## config.mk

```make
export PLATFORM = sky130hd
export DESIGN_NAME = i2c_display_write_framer
export DESIGN_NICKNAME = d
export VERILOG_FILES = /design/src/rtl/idf_pkg.sv /design/src/rtl/i2c_display_write_framer.sv /design/src/rtl/idf_front.sv /design/src/rtl/idf_queue.sv /design/src/rtl/idf_back.sv
export SDC_FILE = /design/constraint.sdc
export NUM_CORES = 1
export LEC_CHECK = 0
export CAP_MARGIN = 0
export CORE_ASPECT_RATIO = 1.4
export CORE_UTILIZATION = 51
export DETAILED_ROUTE_END_ITERATION = 16
export DONT_BUFFER_PORTS = 1
export PLACE_DENSITY = 0.78
export SLEW_MARGIN = 20
export SYNTH_ARGS = -nofsm -noshare
export SYNTH_HDL_FRONTEND = slang
export SYNTH_SLANG_ARGS = --single-unit
```

## constraint.sdc

```tcl
create_clock -name clk -period 4 [get_ports clk]
set_input_delay 0.2 -clock clk [delete_from_list [all_inputs] [get_ports clk]]
set_output_delay 0.2 -clock clk [all_outputs]
set_load 0.05 [all_outputs]
```

## src/rtl/idf_pkg.sv

```systemverilog
package idf_pkg;

	// Input item: one byte for the display controller
	typedef struct packed {
		logic       mode;
		logic [7:0] payload_byte;
		logic       end_of_transfer;
	} in_item_t;

	// Result item: one bus cell
	typedef struct packed {
		logic [1:0] bus_symbol;
		logic       sda_level;
		logic       last_cell;
	} out_item_t;

	// Classified work for the cell sequencer
	typedef struct packed {
		logic       pre_stop;
		logic       header;
		logic       end_mark;
		logic [7:0] addr_byte;
		logic [7:0] ctrl_byte;
		logic [7:0] data_byte;
	} desc_t;

	// Bus cell codes
	localparam logic [1:0] SYM_START = 2'd0;
	localparam logic [1:0] SYM_BIT   = 2'd1;
	localparam logic [1:0] SYM_ACK   = 2'd2;
	localparam logic [1:0] SYM_STOP  = 2'd3;

	// Register indexes
	localparam logic [1:0] CFG_DEVICE_ADDRESS  = 2'd0;
	localparam logic [1:0] CFG_COMMAND_CONTROL = 2'd1;
	localparam logic [1:0] CFG_DATA_CONTROL    = 2'd2;

	// Register reset values
	localparam logic [7:0] RST_DEVICE_ADDRESS  = 8'h78;
	localparam logic [7:0] RST_COMMAND_CONTROL = 8'h00;
	localparam logic [7:0] RST_DATA_CONTROL    = 8'h40;

	// Bit cell count of one byte; the ack cell follows at this count
	localparam logic [3:0] ACK_SLOT = 4'd8;

	// Sequencer phases
	typedef enum logic [5:0] {
		PH_PRESTOP = 6'b000001,
		PH_START   = 6'b000010,
		PH_ADDR    = 6'b000100,
		PH_CTRL    = 6'b001000,
		PH_DATA    = 6'b010000,
		PH_ENDSTOP = 6'b100000
	} phase_t;

endpackage

```

## src/rtl/i2c_display_write_framer.sv

```systemverilog
// Path: a byte beat is written into the descriptor queue, then its cells pass the output register.
// Throughput: one cell per cycle while work is queued and cell_stall is low. A byte is eight bit
// cells and an ack cell; opening adds start, address and control cells; each stop is one cell.
// The front accepts while the descriptor queue has room (QUEUE_DEPTH entries).
// Reset (arst_n low, asynchronous) empties the queue, closes the transfer and loads
// the register defaults: address 0x78, command control 0x00, data control 0x40.
module i2c_display_write_framer
	import idf_pkg::*;
#(
	parameter int QUEUE_DEPTH = 2
) (
	input  logic       clk,
	input  logic       arst_n,
	input  logic       item_valid,
	output logic       item_stall,
	input  in_item_t   item,
	output logic       cell_valid,
	input  logic       cell_stall,
	output out_item_t  bus_cell,
	input  logic       cfg_valid,
	output logic       cfg_ready,
	input  logic [1:0] cfg_index,
	input  logic [7:0] cfg_data
);

	logic  q_full;
	logic  q_push;
	desc_t q_desc;
	logic  q_pop;
	logic  head_valid;
	desc_t head_desc;

	// Classifier and registers
	idf_front u_front (
		.clk        (clk),
		.arst_n     (arst_n),
		.item_valid (item_valid),
		.item_stall (item_stall),
		.item       (item),
		.cfg_valid  (cfg_valid),
		.cfg_ready  (cfg_ready),
		.cfg_index  (cfg_index),
		.cfg_data   (cfg_data),
		.q_full     (q_full),
		.q_push     (q_push),
		.q_desc     (q_desc)
	);

	// Descriptor queue
	idf_queue #(
		.DEPTH (QUEUE_DEPTH)
	) u_queue (
		.clk        (clk),
		.arst_n     (arst_n),
		.push       (q_push),
		.push_desc  (q_desc),
		.full       (q_full),
		.pop        (q_pop),
		.head_valid (head_valid),
		.head_desc  (head_desc)
	);

	// Cell sequencer
	idf_back u_back (
		.clk        (clk),
		.arst_n     (arst_n),
		.head_valid (head_valid),
		.head_desc  (head_desc),
		.pop        (q_pop),
		.cell_valid (cell_valid),
		.cell_stall (cell_stall),
		.bus_cell   (bus_cell)
	);

endmodule

```

## src/rtl/idf_front.sv

```systemverilog
module idf_front
	import idf_pkg::*;
(
	input  logic       clk,
	input  logic       arst_n,
	input  logic       item_valid,
	output logic       item_stall,
	input  in_item_t   item,
	input  logic       cfg_valid,
	output logic       cfg_ready,
	input  logic [1:0] cfg_index,
	input  logic [7:0] cfg_data,
	input  logic       q_full,
	output logic       q_push,
	output desc_t      q_desc
);

	logic [7:0] dev_addr_q;
	logic [7:0] cmd_ctrl_q;
	logic [7:0] data_ctrl_q;
	logic       open_q;
	logic       open_mode_q;
	logic       pre_stop;

	assign cfg_ready  = 1'b1;
	assign item_stall = q_full;
	assign q_push     = item_valid && !q_full;

	// Configuration registers; unknown indexes are dropped
	always_ff @(posedge clk or negedge arst_n) begin
		if (!arst_n) begin
			dev_addr_q  <= RST_DEVICE_ADDRESS;
			cmd_ctrl_q  <= RST_COMMAND_CONTROL;
			data_ctrl_q <= RST_DATA_CONTROL;
		end else if (cfg_valid && cfg_ready) begin
			unique case (cfg_index)
				CFG_DEVICE_ADDRESS:  dev_addr_q  <= cfg_data;
				CFG_COMMAND_CONTROL: cmd_ctrl_q  <= cfg_data;
				CFG_DATA_CONTROL:    data_ctrl_q <= cfg_data;
				default: ;
			endcase
		end
	end

	// Classify against the transfer state as it stands after earlier beats
	always_comb begin
		pre_stop           = open_q && (open_mode_q != item.mode);
		q_desc.pre_stop    = pre_stop;
		q_desc.header      = !open_q || pre_stop;
		q_desc.end_mark    = item.end_of_transfer;
		q_desc.addr_byte   = dev_addr_q;
		q_desc.ctrl_byte   = item.mode ? data_ctrl_q : cmd_ctrl_q;
		q_desc.data_byte   = item.payload_byte;
	end

	// Transfer state moves at accept time
	always_ff @(posedge clk or negedge arst_n) begin
		if (!arst_n) begin
			open_q      <= 1'b0;
			open_mode_q <= 1'b0;
		end else if (q_push) begin
			open_q      <= !item.end_of_transfer;
			open_mode_q <= item.mode;
		end
	end

endmodule

```

## src/rtl/idf_queue.sv

```systemverilog
module idf_queue
	import idf_pkg::*;
#(
	parameter int DEPTH = 2
) (
	input  logic  clk,
	input  logic  arst_n,
	input  logic  push,
	input  desc_t push_desc,
	output logic  full,
	input  logic  pop,
	output logic  head_valid,
	output desc_t head_desc
);

	localparam int PTR_W = (DEPTH > 1) ? $clog2(DEPTH) : 1;
	localparam int CNT_W = $clog2(DEPTH + 1);

	desc_t            store_q [DEPTH];
	logic [PTR_W-1:0] wr_ptr_q;
	logic [PTR_W-1:0] rd_ptr_q;
	logic [CNT_W-1:0] count_q;

	assign full       = (count_q == CNT_W'(DEPTH));
	assign head_valid = (count_q != '0);
	assign head_desc  = store_q[rd_ptr_q];

	// Entry storage
	always_ff @(posedge clk) begin
		if (push) begin
			store_q[wr_ptr_q] <= push_desc;
		end
	end

	// Pointers and fill count
	always_ff @(posedge clk or negedge arst_n) begin
		if (!arst_n) begin
			wr_ptr_q <= '0;
			rd_ptr_q <= '0;
			count_q  <= '0;
		end else begin
			if (push) begin
				wr_ptr_q <= (wr_ptr_q == PTR_W'(DEPTH - 1)) ? '0 : wr_ptr_q + 1'b1;
			end
			if (pop) begin
				rd_ptr_q <= (rd_ptr_q == PTR_W'(DEPTH - 1)) ? '0 : rd_ptr_q + 1'b1;
			end
			if (push && !pop) begin
				count_q <= count_q + 1'b1;
			end else if (pop && !push) begin
				count_q <= count_q - 1'b1;
			end
		end
	end

endmodule

```

## src/rtl/idf_back.sv

```systemverilog
module idf_back
	import idf_pkg::*;
(
	input  logic      clk,
	input  logic      arst_n,
	input  logic      head_valid,
	input  desc_t     head_desc,
	output logic      pop,
	output logic      cell_valid,
	input  logic      cell_stall,
	output out_item_t bus_cell
);

	phase_t     ph_q;
	logic [3:0] bit_q;
	logic       fresh_q;
	out_item_t  cell_q;
	logic       cell_valid_q;

	phase_t     first_ph;
	phase_t     cur_ph;
	phase_t     next_ph;
	logic [3:0] cur_bit;
	logic [3:0] next_bit;
	logic       done;
	logic [7:0] sel_byte;
	out_item_t  cell_d;
	logic       adv;
	logic       emit;

	assign bus_cell   = cell_q;
	assign cell_valid = cell_valid_q;
	assign adv        = !cell_valid_q || !cell_stall;
	assign emit       = adv && head_valid;
	assign pop        = emit && done;

	// Entry phase of a fresh descriptor
	always_comb begin
		priority if (head_desc.pre_stop) begin
			first_ph = PH_PRESTOP;
		end else if (head_desc.header) begin
			first_ph = PH_START;
		end else begin
			first_ph = PH_DATA;
		end
	end

	assign cur_ph  = fresh_q ? first_ph : ph_q;
	assign cur_bit = fresh_q ? '0 : bit_q;

	// Cell generation and phase stepping
	always_comb begin
		next_ph           = cur_ph;
		next_bit          = '0;
		done              = 1'b0;
		sel_byte          = head_desc.data_byte;
		cell_d.bus_symbol = SYM_BIT;
		cell_d.sda_level  = 1'b1;
		unique case (cur_ph)
			PH_PRESTOP: begin
				cell_d.bus_symbol = SYM_STOP;
				next_ph           = PH_START;
			end
			PH_START: begin
				cell_d.bus_symbol = SYM_START;
				next_ph           = PH_ADDR;
			end
			PH_ADDR, PH_CTRL, PH_DATA: begin
				if (cur_ph == PH_ADDR) begin
					sel_byte = head_desc.addr_byte;
				end else if (cur_ph == PH_CTRL) begin
					sel_byte = head_desc.ctrl_byte;
				end
				if (cur_bit == ACK_SLOT) begin
					cell_d.bus_symbol = SYM_ACK;
					if (cur_ph == PH_ADDR) begin
						next_ph = PH_CTRL;
					end else if (cur_ph == PH_CTRL) begin
						next_ph = PH_DATA;
					end else if (head_desc.end_mark) begin
						next_ph = PH_ENDSTOP;
					end else begin
						done = 1'b1;
					end
				end else begin
					cell_d.sda_level = sel_byte[3'd7 - cur_bit[2:0]];
					next_bit         = cur_bit + 1'b1;
				end
			end
			PH_ENDSTOP: begin
				cell_d.bus_symbol = SYM_STOP;
				done              = 1'b1;
			end
			default: begin
				done = 1'b1;
			end
		endcase
		cell_d.last_cell = done;
	end

	// Sequencer state
	always_ff @(posedge clk or negedge arst_n) begin
		if (!arst_n) begin
			fresh_q <= 1'b1;
			ph_q    <= PH_START;
			bit_q   <= '0;
		end else if (emit) begin
			fresh_q <= done;
			ph_q    <= next_ph;
			bit_q   <= next_bit;
		end
	end

	// Output register
	always_ff @(posedge clk or negedge arst_n) begin
		if (!arst_n) begin
			cell_valid_q <= 1'b0;
		end else if (adv) begin
			cell_valid_q <= head_valid;
		end
	end

	always_ff @(posedge clk) begin
		if (emit) begin
			cell_q <= cell_d;
		end
	end

endmodule
```

==> results of run 1 <==
-- per-stage QoR --
stage	cells	worst slack, ps	hold slack, ps	area [um^2]
floorplan	349	1530	-95.6	4620
global placement	446	1180	-94.1	4720
detailed placement	446	1110	-94.3	4720
CTS	474	1100	1.40	5160
global route	474	750	0.920	5160
finish	474	1050	2.61	5160
-- area by class of cell --
type / instances / area [um^2]
clock buffers: 11 / 233
repair buffers: 19 / 190
well taps: 105 / 131
multi-input cells: 225 / 1710
inverters: 9 / 33.8
flip-flops and latches: 100 / 2800
clock inverters: 5 / 61.3
fillers: 672 / 3550
-- cells in the final DEF, fill, tap and decap left out, types with 5 or more instances in the layout --
master,synthesis,final
mux2i_1,9,9
nand3b_1,6,6
a21oi_1,9,9
mux2_2,33,33
a21o_1,5,5
a211oi_1,6,6
dfrtp_1,35,35
clkbuf_16,0,9
nand3_1,7,7
dlygate4sd3_1,0,11
buf_4,1,7
nand2b_1,7,7
and2_1,5,5
mux4_2,6,6
nor2_1,20,19
nand2_1,36,36
edfxtp_1,58,58
inv_1,9,9
nor3_1,5,5
dfstp_2,7,7
-- how the worst min path moves through the flow --
stage / end / slack [ps] / cells after the start
final: u_front.cmd_ctrl_q[0]$_DFFE_PN0P_ / 3 / 1
after global routing: u_front.dev_addr_q[0]$_DFFE_PN0P_ / 0.9 / 1
after CTS: u_front.cmd_ctrl_q[0]$_DFFE_PN0P_ / 1 / 1
after detailed placement: u_front.data_ctrl_q[7]$_DFFE_PN0P_ / -90 / 0
after global placement: u_front.open_mode_q$_DFFE_PN0P_ / -90 / 0
after floorplan: u_back.bit_q[0]$_DFFE_PN0P_ / -100 / 0
-- power breakdown --
part	internal, mW	switching (mW)
Sequential	1.44	0.266
Combinational	0.517	0.697
Clock	0.489	0.366
Total	2.44	1.33
-- layer usage --
metal,vias up,share of wire,GRT usage
li1,1338,-,-
met1,1401,0.39,0.247
met2,95,0.54,0.344
met3,21,0.041,0.0335
met4,0,0.031,0.120
met5,-,0,0
-- cells by family after synthesis --
family | synth area share
and+or+nand+nor | 0.139
muxes | 0.129
xor gates and xnor gates | 0.0133
other | 0.000812
DFF | 0.606
adders and majority gates | 0.00812
buffers and inverters | 0.0252
AOI/OAI and AO/OA | 0.0780
-- state kept, by name, indices dropped and copies added, names as in the netlist, 2 cells and up --
register	cells
u_back.bit_q	4
u_back.bus_cell	4
u_back.ph_q	6
u_front.cmd_ctrl_q	8
u_front.data_ctrl_q	8
u_front.dev_addr_q	8
u_queue.count_q	2
u_queue.store_q	54
-- worst max-delay path: stages, from the launching register on --
cell	delay, ps
dfrtp_1	860
mux2i_1	240
a21oi_1	390
nand3_1	210
a31o_2	290
a21oi_1	210
inv_1	80
nand2_1	70
ha_1	250
nor2_1	140
xor2_1	150
-- repair_timing --
action,4_1_cts,5_1_grt
endpoints found under the setup margin,0,0
hold endpoints to repair,62,0
hold buffers,12,0
==> impl_metrics.env, run 1 <==
export IMPL_track_usage=0.206
export IMPL_cp_max_fo=20
export IMPL_synth_async_reset_ratio=0.420
export IMPL_path_clk_slew_ps=70
export IMPL_antenna_found_initial=0
export IMPL_grt_pass1_wl_um=14300
export IMPL_synth_largest_area_cell="edfxtp_1"
export IMPL_synth_main_ff_cell="edfxtp_1"
export IMPL_grt_max_degree=43
export IMPL_postRouteAntennaNets=0
export IMPL_finalSetupViolCount=0
export IMPL_min_period_over_period=0.738
export IMPL_wl_per_cell_um=18.5
export IMPL_hp_start="cfg_data[0]"
export IMPL_die_area_um2=9450
export IMPL_gp_congestion=0.943
export IMPL_fin_crit_ps=2950
export IMPL_area_growth_pct=11.6
export IMPL_synth_avg_cell_area_um2=13.2
export IMPL_synth_distinct_cells=61
export IMPL_worstSetupEndpointType="register"
export IMPL_cp_start_kind="register"
export IMPL_dr_pass1_iters=5
export IMPL_status="finished clean"
export IMPL_reg2reg_from="u_queue.rd_ptr_q$_DFFE_PN0P_"
export IMPL_crit_type="reg2reg"
export IMPL_synth_commonest_cells="edfxtp_1, nand2_1, dfrtp_1"
export IMPL_yosysWarnings=0
export IMPL_hold_class="in2reg"
export IMPL_cp_arrival_ps=3220
export IMPL_finalSetupTns_ps=0
export IMPL_cts_tree="done"
export IMPL_clock_latency_ps=340
export IMPL_htreeDepth=3
export IMPL_r2r_slack_ps=1050
export IMPL_final_hold_violation_count=0
export IMPL_drive_gt1_frac=0.217
export IMPL_reg2reg_to="u_queue.count_q[1]$_DFFE_PN0P_"
export IMPL_place_hpwl_um=5860
export IMPL_pin_count=32
export IMPL_post_route_util=0.592
export IMPL_drc=0
export IMPL_num_antenna_cells=0
export IMPL_rsz0062_at_grt="no"
export IMPL_io_buffer_count=0
export IMPL_synth_fp_nets=377
export IMPL_maxSlewHeadroom=0.467
export IMPL_cts_sinks=100
export IMPL_viasPerCell=6.02
export IMPL_vias=2855
export IMPL_rows=40
export IMPL_drtIter0Drc=260
export IMPL_cts_inserted_buffers=9
export IMPL_synth_most_common_cell="edfxtp_1"
export IMPL_total_power_mw=3.77
export IMPL_worstMarginPinSlew_ps=799
export IMPL_maxCapViolCount=0
export IMPL_initial_core_util=0.531
export IMPL_powerDensity_nw_per_um2=732
export IMPL_drv_slew=0
export IMPL_p_leak_nw=1.93
export IMPL_yosysSeqAreaShare=0.606
export IMPL_die_h_um=115
export IMPL_cts_buffer_depth=2
export IMPL_cp_startpoint="u_queue.rd_ptr_q$_DFFE_PN0P_"
export IMPL_grt_pass1_vias=2921
export IMPL_synth_edff_count=58
export IMPL_synth_cells=349
export IMPL_postCtsSetupBuffers=0
export IMPL_fin_nets=392
export IMPL_rr_worst_depth=10
export IMPL_cp_endpoint="u_queue.count_q[1]$_DFFE_PN0P_"
export IMPL_clockRootBuffer="clkbuf_16"
export IMPL_core_area_um2=8710
export IMPL_ys_ff_latch=100
export IMPL_skew_ps=8.81
export IMPL_timing_fmax_mhz=339
export IMPL_syn_area_um2=4620
export IMPL_wirelength_um=8780
export IMPL_ir_drop_mv=0.344
export IMPL_grt_overflow_total=0
export IMPL_postCtsResizedCells=0
export IMPL_ys_top_cells_by_area="edfxtp_1, dfrtp_1, mux2_2"
export IMPL_required_ps=4270
export IMPL_fp_dieW_um=82.4
export IMPL_yosysTopAreaCellShare=0.377
No activity file was read; power rests on OpenSTA's default activity.
==> run 2: changes to the inputs <==
--- a/config.mk
+++ b/config.mk
@@ -10,7 +10,7 @@
 export CORE_UTILIZATION = 51
 export DETAILED_ROUTE_END_ITERATION = 16
 export DONT_BUFFER_PORTS = 1
-export PLACE_DENSITY = 0.78
+export PLACE_DENSITY = 0.81
 export SLEW_MARGIN = 20
 export SYNTH_ARGS = -nofsm -noshare
 export SYNTH_HDL_FRONTEND = slang
==> constraint.sdc (replaced) <==
create_clock -name clk -period 2.4 [get_ports clk]
set_input_delay 0.12 -clock clk [delete_from_list [all_inputs] [get_ports clk]]
set_output_delay 0.12 -clock clk [all_outputs]
set_load 0.05 [all_outputs]
==> run 2 against run 1 <==
Against the previous run:
- the run now ends with setup timing left
- register-to-register slack worse by 1100 ps
- power is 93% higher
- cell area is 11% higher
- clock power is 72% higher
- count of clock-buffer cells in the layout is 2 higher
- flip-flop and latch count stayed put
- sequential share of layout area is 5.5 points lower
- first-iteration DRC count is 10% lower
- die area stayed put
- wire length is 20% higher
- critical path depth is 2 higher
- clock skew is 0.78 ps lower
- highest routed layer unchanged
==> impl_metrics.env, run 2 (synthesized netlist as in run 1, its figures left out) <==
export IMPL_powerDensity_nw_per_um2=1270
export IMPL_p_leak_nw=2.23
export IMPL_placed_cells=472
export IMPL_clock_latency_ps=350
export IMPL_htreeDepth=3
export IMPL_violations="setup timing"
export IMPL_regMostFlops="u_queue.store_q"
export IMPL_vias=3286
export IMPL_total_power_mw=7.29
export IMPL_pin_count=32
export IMPL_maxCapViolCount=0
export IMPL_largest_reg_flops=54
export IMPL_gp_congestion=0.970
export IMPL_cts_tree="done"
export IMPL_layout_common_cells="edfxtp_1, buf_4, dfrtp_1, mux2_2, nand2_1"
export IMPL_drv_slew=0
export IMPL_crit_type="reg2reg"
export IMPL_grt_max_degree=43
export IMPL_final_hold_violation_count=0
export IMPL_nFillCells=596
export IMPL_timing_fmax_mhz=414
export IMPL_area_growth_pct=24.2
export IMPL_io_buffer_count=0
export IMPL_cts_buffer_depth=2
export IMPL_finalSetupViolCount=1
export IMPL_rows=40
export IMPL_post_place_ws_ps=-9.01
export IMPL_viasPerCell=6.27
export IMPL_required_ps=2630
export IMPL_grt_pass1_vias=3402
export IMPL_register_area_um2=2800
export IMPL_skew_ps=8.04
export IMPL_cp_start_kind="register"
export IMPL_slowest_delay_ps=470
export IMPL_cp_max_fo=6
export IMPL_cp_arrival_ps=2650
export IMPL_rr_worst_depth=12
export IMPL_fin_cells=524
export IMPL_place_hpwl_um=6590
export IMPL_ir_drop_mv=0.777
export IMPL_fin_hold_ws_ps=27.5
export IMPL_hold_class="in2reg"
export IMPL_antenna_found_initial=0
export IMPL_rsz0062_at_grt="yes"
export IMPL_fp_dieW_um=82.4
export IMPL_multi_input_area_um2=1860
export IMPL_status="complete, but fails checks"
export IMPL_hp_start="item[9]"
export IMPL_reg2reg_to="u_queue.count_q[1]$_DFFE_PN0P_"
export IMPL_worst_path_max_delay_cell="dfrtp_2"
export IMPL_initial_core_util=0.531
export IMPL_grt_overflow_total=0
export IMPL_track_usage=0.237
export IMPL_drc=0
export IMPL_fin_ws_ps=-15.1
export IMPL_clockRootBuffer="clkbuf_16"
export IMPL_path_clk_slew_ps=70
export IMPL_min_to="u_queue.store_q[0][15]$_DFFE_PP_"
export IMPL_fin_nets=442
export IMPL_fin_crit_ps=2420
export IMPL_die_area_um2=9450
export IMPL_drtIter0Drc=233
export IMPL_whs_path_depth=1
export IMPL_cts_sinks=100
export IMPL_reg2reg_from="u_queue.rd_ptr_q$_DFFE_PN0P_"
export IMPL_dr_pass1_iters=6
export IMPL_critical_path_top_delay_family="simple AND/OR/NAND/NOR gates"
export IMPL_layout_cells_most_common="edfxtp_1"
export IMPL_wirelength_um=10500
export IMPL_die_h_um=115
export IMPL_worstMarginPinSlew_ps=525
export IMPL_num_antenna_cells=0
export IMPL_path_cells="buf_4 > nand4bb_1 > and2_4 > nand3b_1 > a31o_4 > a21oi_4 > inv_2 > nand2_2 > ha_4 > xor2_1 > nor2_1 > xor2_1"
export IMPL_grt_pass1_wl_um=16300
export IMPL_r2r_slack_ps=-20
export IMPL_cts_inserted_buffers=9
export IMPL_cp_num_cells=12
export IMPL_postRouteAntennaNets=0
export IMPL_cp_num_buf_inv=2
export IMPL_core_area_um2=8710
export IMPL_maxSlewHeadroom=0.649
export IMPL_wl_per_cell_um=20.1
export IMPL_drive_gt1_frac=0.351
export IMPL_cpMostUsedCell="xor2_1"
export IMPL_min_period_over_period=1.01
export IMPL_worstSetupEndpointType="register"
[run 2: cell types whose count changed in the layout (fill, tap and decap cells not counted), moves of 3 or more]
cell / previous run / this run
buf_4: 7 / 45
clkbuf_8: 0 / 3
nand2_1: 36 / 32
dlygate4sd3_1: 11 / 20
buf_6: 0 / 3
a21oi_1: 9 / 6
[run 2: what timing repair did]
action / CTS / global route
pin swaps: 2 / 11
buffers inserted: 5 / 11
hold buffers: 21 / 0
resized for setup: 8 / 29
setup endpoints to repair: 1 / 11
hold endpoints to repair: 87 / 0
[run 2: worst max path at each step]
stage	startpoint	endpoint
final	u_queue.rd_ptr_q$_DFFE_PN0P_	u_queue.count_q[1]$_DFFE_PN0P_
after global routing	u_queue.rd_ptr_q$_DFFE_PN0P_	u_queue.count_q[1]$_DFFE_PN0P_
after CTS	u_back.fresh_q$_DFFE_PN1P_	u_queue.count_q[1]$_DFFE_PN0P_
after detailed placement	u_queue.rd_ptr_q$_DFFE_PN0P_	u_queue.count_q[1]$_DFFE_PN0P_
after global placement	u_queue.rd_ptr_q$_DFFE_PN0P_	u_queue.count_q[1]$_DFFE_PN0P_
after floorplan	u_back.fresh_q$_DFFE_PN1P_	u_queue.count_q[1]$_DFFE_PN0P_
[run 2: cell type report]
| type | count | share of cell area |
|---|---|---|
| flip-flops and latches | 100 | 0.488 |
| multi-input cells | 225 | 0.325 |
| repair buffers | 69 | 0.103 |
| clock buffers | 13 | 0.0508 |
| well taps | 105 | 0.0229 |
| inverters | 9 | 0.00632 |
| clock inverters | 3 | 0.00392 |
[run 2: stage by stage]
step / utilization / cell area, um^2 / TNS [ps]
6_report: 0.659 / 5740 / -15.1
5_1_grt: 0.659 / 5740 / -329
4_1_cts: 0.635 / 5530 / 0
3_5_place_dp: 0.566 / 4930 / -9.01
3_3_place_gp: 0.566 / 4930 / -8.90
2_1_floorplan: - / 4630 / 0
[run 2: per-layer routing]
metal | wire length (um) | track usage | vias up
met4 | 492 | 0.144 | 0
li1 | - | - | 1438
met1 | 3920 | 0.270 | 1667
met3 | 495 | 0.0510 | 45
met5 | 0 | 0 | -
met2 | 5620 | 0.400 | 136
[run 2: power by group]
| part | internal [mW] | switching (mW) | total (mW) | leakage [nW] |
|---|---|---|---|---|
| Clock | 0.857 | 0.615 | 1.47 | 0.158 |
| Sequential | 2.40 | 0.382 | 2.79 | 1.03 |
| Combinational | 1.40 | 1.63 | 3.03 | 1.04 |
| Total | 4.66 | 2.63 | 7.29 | 2.23 |
